==> src/hdl/nps_pkg.sv <==
// Shared types and constants for the nearest point search block.
`timescale 1ns / 1ps
`default_nettype none
package nps_pkg;

   localparam logic [1:0] KIND_CLEAR  = 2'd0;
   localparam logic [1:0] KIND_APPEND = 2'd1;
   localparam logic [1:0] KIND_QUERY  = 2'd2;

   localparam int INDEX_BITS    = 10;
   localparam int DIST_BITS     = 50;
   localparam int RSP_DATA_BITS = 64;

   localparam logic [DIST_BITS-1:0] DIST_MAX = {DIST_BITS{1'b1}};

   typedef enum logic [1:0] {
      CMD_CLEAR,
      CMD_APPEND,
      CMD_QUERY
   } cmd_kind_type;

   typedef struct packed {
      logic         valid;
      cmd_kind_type kind;
   } cmd_ctl_type;

   typedef enum logic [1:0] {
      ST_IDLE,
      ST_SCAN,
      ST_DRAIN,
      ST_FINISH
   } back_state_type;

endpackage
`default_nettype wire

==> src/hdl/nps_front.sv <==
// Input side: accepts transfers, classifies the kind and queues commands.
`timescale 1ns / 1ps
`default_nettype none
module nps_front #(
   parameter int COORD_BITS = 24,
   localparam int DATA_BITS = ((3 * COORD_BITS + 7) / 8) * 8
) (
   input  wire logic                       clock,
   input  wire logic                       reset,
   input  wire logic                       req_tvalid,
   output logic                            req_tready,
   input  wire logic [DATA_BITS-1:0]       req_tdata,
   input  wire logic [1:0]                 req_tuser,
   output nps_pkg::cmd_ctl_type            cmd_ctl,
   output logic      [3*COORD_BITS-1:0]    cmd_coords,
   input  wire logic                       cmd_pop
);
   import nps_pkg::*;

   localparam int PB = 3 * COORD_BITS;

   cmd_kind_type   kind_ff [2];
   logic [PB-1:0]  data_ff [2];
   logic           wr_ptr_ff, wr_ptr_in;
   logic           rd_ptr_ff, rd_ptr_in;
   logic [1:0]     fill_ff, fill_in;
   logic           push;
   logic           known;
   cmd_kind_type   kind_in;

   always_comb begin
      known   = 1'b1;
      kind_in = CMD_CLEAR;
      case (req_tuser)
         KIND_CLEAR:  kind_in = CMD_CLEAR;
         KIND_APPEND: kind_in = CMD_APPEND;
         KIND_QUERY:  kind_in = CMD_QUERY;
         default:     known   = 1'b0;
      endcase
   end

   assign req_tready = (fill_ff != 2'd2);
   assign push       = req_tvalid && req_tready && known;

   always_comb begin
      wr_ptr_in = push ? ~wr_ptr_ff : wr_ptr_ff;
      rd_ptr_in = cmd_pop ? ~rd_ptr_ff : rd_ptr_ff;
      fill_in   = fill_ff + 2'(push) - 2'(cmd_pop);
   end

   always_ff @(posedge clock) begin
      if (reset) begin
         wr_ptr_ff <= 1'b0;
         rd_ptr_ff <= 1'b0;
         fill_ff   <= 2'd0;
      end else begin
         wr_ptr_ff <= wr_ptr_in;
         rd_ptr_ff <= rd_ptr_in;
         fill_ff   <= fill_in;
      end
   end

   always_ff @(posedge clock) begin
      if (push) begin
         kind_ff[wr_ptr_ff] <= kind_in;
         data_ff[wr_ptr_ff] <= req_tdata[PB-1:0];
      end
   end

   assign cmd_ctl.valid = (fill_ff != 2'd0);
   assign cmd_ctl.kind  = kind_ff[rd_ptr_ff];
   assign cmd_coords    = data_ff[rd_ptr_ff];

endmodule
`default_nettype wire

==> config.mk <==
export PLATFORM = sky130hd
export DESIGN_NAME = nps_front
export DESIGN_NICKNAME = d
export VERILOG_FILES = /design/src/hdl/nps_pkg.sv /design/src/hdl/nps_front.sv
export SDC_FILE = /design/constraint.sdc
export NUM_CORES = 1
export LEC_CHECK = 0
export BUFFER_PORTS_ARGS = -buffer_cell sky130_fd_sc_hd__buf_2
export CORE_ASPECT_RATIO = 0.75
export CORE_MARGIN = 4
export CORE_UTILIZATION = 47
export CTS_BUF_LIST = sky130_fd_sc_hd__clkbuf_8
export CTS_CLUSTER_SIZE = 30
export DETAILED_ROUTE_END_ITERATION = 8
export MAX_ROUTING_LAYER = met4
export PLACE_DENSITY_LB_ADDON = 0.1
export SLEW_MARGIN = 20
export SYNTH_ARGS = -nofsm -noshare
export SYNTH_HDL_FRONTEND = slang
export SYNTH_SLANG_ARGS = --single-unit
==> constraint.sdc <==
create_clock -name clock -period 4.6 [get_ports clock]
set_input_delay 0.92 -clock clock [delete_from_list [all_inputs] [get_ports clock]]
set_output_delay 0.92 -clock clock [all_outputs]
set_load 0.02 [all_outputs]
==> out/results.ini <==
[worst_setup_path]
path_class=reg -> out
endpoint_kind=output port
reg2reg_slack_ps=2640
path_max_fanout=74
worstReg2RegStart=fill_ff[1]$_SDFF_PP0_
cp_data_arrival_time_ps=2110
worstPathRequired_ps=3680
start_kind=flip-flop
r2r_cells=4
r2r_end=data_ff[0][31]$_DFFE_PP_

[sta]
setup_tns_ps=0
slew-limit-headroom_pct=31.5
fin_crit_ps=3030
maxSlewViolCount=0
setup_viol=0
max_clock_freq_mhz=330
rsz0062_at_grt=false
skew_ps=11.3
tightest_slew_ps=1030
post-route-worst-setup-slack_ps=1570
timing.final.crit_share_pct=65.9
hold_viol=0

[clock_network]
numCtsBuffers=17
cts_tree=built
ctsResizeCount=0
cts_sinks=153
root_buffer=clkbuf_8
clkTransAtPathRegs_ps=80
clk_latency_ps=430
cts-htree-levels=4
ctsHoldBuffers=0
clk_path_buf_depth=2
post_cts_buffers=0

[synthesis]
synthesis.area_mm2=0.00559
yosysSeqAreaShare_pct=81.3
synth_edf_count=148
ys_seq_elements=153
synth_area_per_cell_um2=21.5
ys_async_sr_fraction_pct=0
yosys_warnings=0
synth_flop_cell=edfxtp_1
syn_nets=339
syn_inst=260
synth_cell_type_count=20

[drt]
wl_um=9960
drc=0
drt_iter0_markers=95
vias=2855
vias_per_cell=4.73
drt-wirelength-per-cell_um=16.5
ant_nets=0
dr.pass1.iters=6

[place]
dp_slack_ps=1870
port_buffers=153
dp_hpwl_um=6380
gp_congestion=0.735

[cells_and_area]
layout-drive-gt1-share_pct=58.0
layout_commonest_cell=buf_2
finalNetCount=507
final_core_util_pct=60.2
syn_to_final_growth_pct=25.0
final_cell_mix=buf_2 (153), edfxtp_1 (148), mux2_2 (66), clkbuf_8 (17), mux2_1 (8)

[power]
swShare_pct=24.2
p_per_area_mw_per_mm2=467
pwr-share-clk_pct=34.1
ir_drop_v=0.000329
p_sw_uw=789
p_seq_share_pct=52.2
combPwrFrac_pct=13.8
p_int_uw=2480
p_leak_uw=0.00261

[grt]
grt_overflow=0
grt_start_max_net_pins=75
gr-usage-all-layers_pct=15.6
antenna_found_initial=2
grt_pass1_vias=3017
grt_pass1_wl_um=15200

[worst_hold_path]
whs_path_depth=2
hold_start=wr_ptr_ff$_SDFFE_PP0P_
holdPathEnd=wr_ptr_ff$_SDFFE_PP0P_
hp-class=reg -> reg

[die]
die_w_um=134
pin_count=154
die-area_mm2=0.0137
die-height_um=102
fp.coreArea_mm2=0.0116
rows=34
initial_core_util_pct=48.2

[outcome]
outcome=finished, final reports clean

[flow_run]
maxCapViolations=0

-- worst max-delay path by stage --
stage | cells after the start | startpoint | to | slack, ps
2_1_floorplan | 3 | req_tvalid | data_ff[1][0]$_DFFE_PP_ | 930
5_1_grt | 2 | flip-flop | cmd_coords[30] | 1440
3_5_place_dp | 5 | req_tuser[1] | data_ff[0][24]$_DFFE_PP_ | 1870
4_1_cts | 2 | flip-flop | cmd_coords[48] | 1510
6_report | 2 | flip-flop | cmd_coords[65] | 1570
3_3_place_gp | 5 | req_tuser[1] | data_ff[0][24]$_DFFE_PP_ | 1890
-- cell families after synthesis --
kind of cell    Yosys count  synth area share, %
compound gates            6                0.783
xor+xnor                  3                0.470
fa+ha+maj                 1                0.224
buf+inv                  12                 1.25
flops                   153                 81.3
mux                      74                 14.9
simple gates             11                 1.12
-- synth_stat cells, drive strengths merged, types with 2 or more instances --
library cell  count  area [um^2]
buf               8         55.1
edfxtp          148         4440
mux2             74          833
a21bo             2         20.0
nor2b             3         21.3
inv               4         15.0
nor2              4         15.0
xnor2             3         26.3
o21ai             2         10.0
dfxtp             5          100
-- area by class of cell --
class / instances / area (um^2)
Antenna cell: 2 / 5.00
Clock buffer: 17 / 234
Clock inverter: 14 / 205
Fill cell: 897 / 4620
Inverter: 4 / 16.3
Multi-Input combinational cell: 95 / 986
Sequential cell: 153 / 4550
Tap cell: 162 / 203
Timing Repair Buffer: 157 / 796
-- power by group through the flow --
stage / logic [uW] / clock network [uW] / registers (uW)
after global routing: 487 / 1200 / 1720
final: 449 / 1110 / 1700
after CTS: 459 / 1140 / 1710
after global placement: 452 / 0 / 1730
after detailed placement: 456 / 0 / 1740
after floorplan: 314 / 0 / 1710
-- through the flow --
| stage | area [um^2] | hold slack (ps) | power [uW] | instances |
|---|---|---|---|---|
| 5_1_grt | 6990 | 529 | 3400 | 604 |
| 3_3_place_gp | 6550 | 485 | 2190 | 571 |
| 2_1_floorplan | 5600 | 456 | 2020 | 260 |
| 6_report | 6990 | 502 | 3260 | 604 |
| 4_1_cts | 6990 | 509 | 3310 | 602 |
| 3_5_place_dp | 6550 | 497 | 2190 | 571 |
-- sequential cells by signal, indices dropped and copies added (netlist names), named ones only --
name	cells
rd_ptr_ff	1
fill_ff	2
kind_ff	4
wr_ptr_ff	1
data_ff	144
-- per-layer routing --
layer  wire length [um]  track usage [%]  part of all wire (%)  vias to the layer above
met5                  0                -                     0                        -
met3                819             6.94                   8.2                       13
met1               4280             18.5                    43                     1374
li1                   -                -                     -                     1363
met2               4730             23.5                    48                      105
met4                129             6.25                   1.3                        0
-- worst max-delay path, stage by stage, from the launching register on --
cell,delay [ps]
dfxtp_4,980
mux2_2,430
buf_2,160
Note: power is estimated with default switching activity, not from simulation.
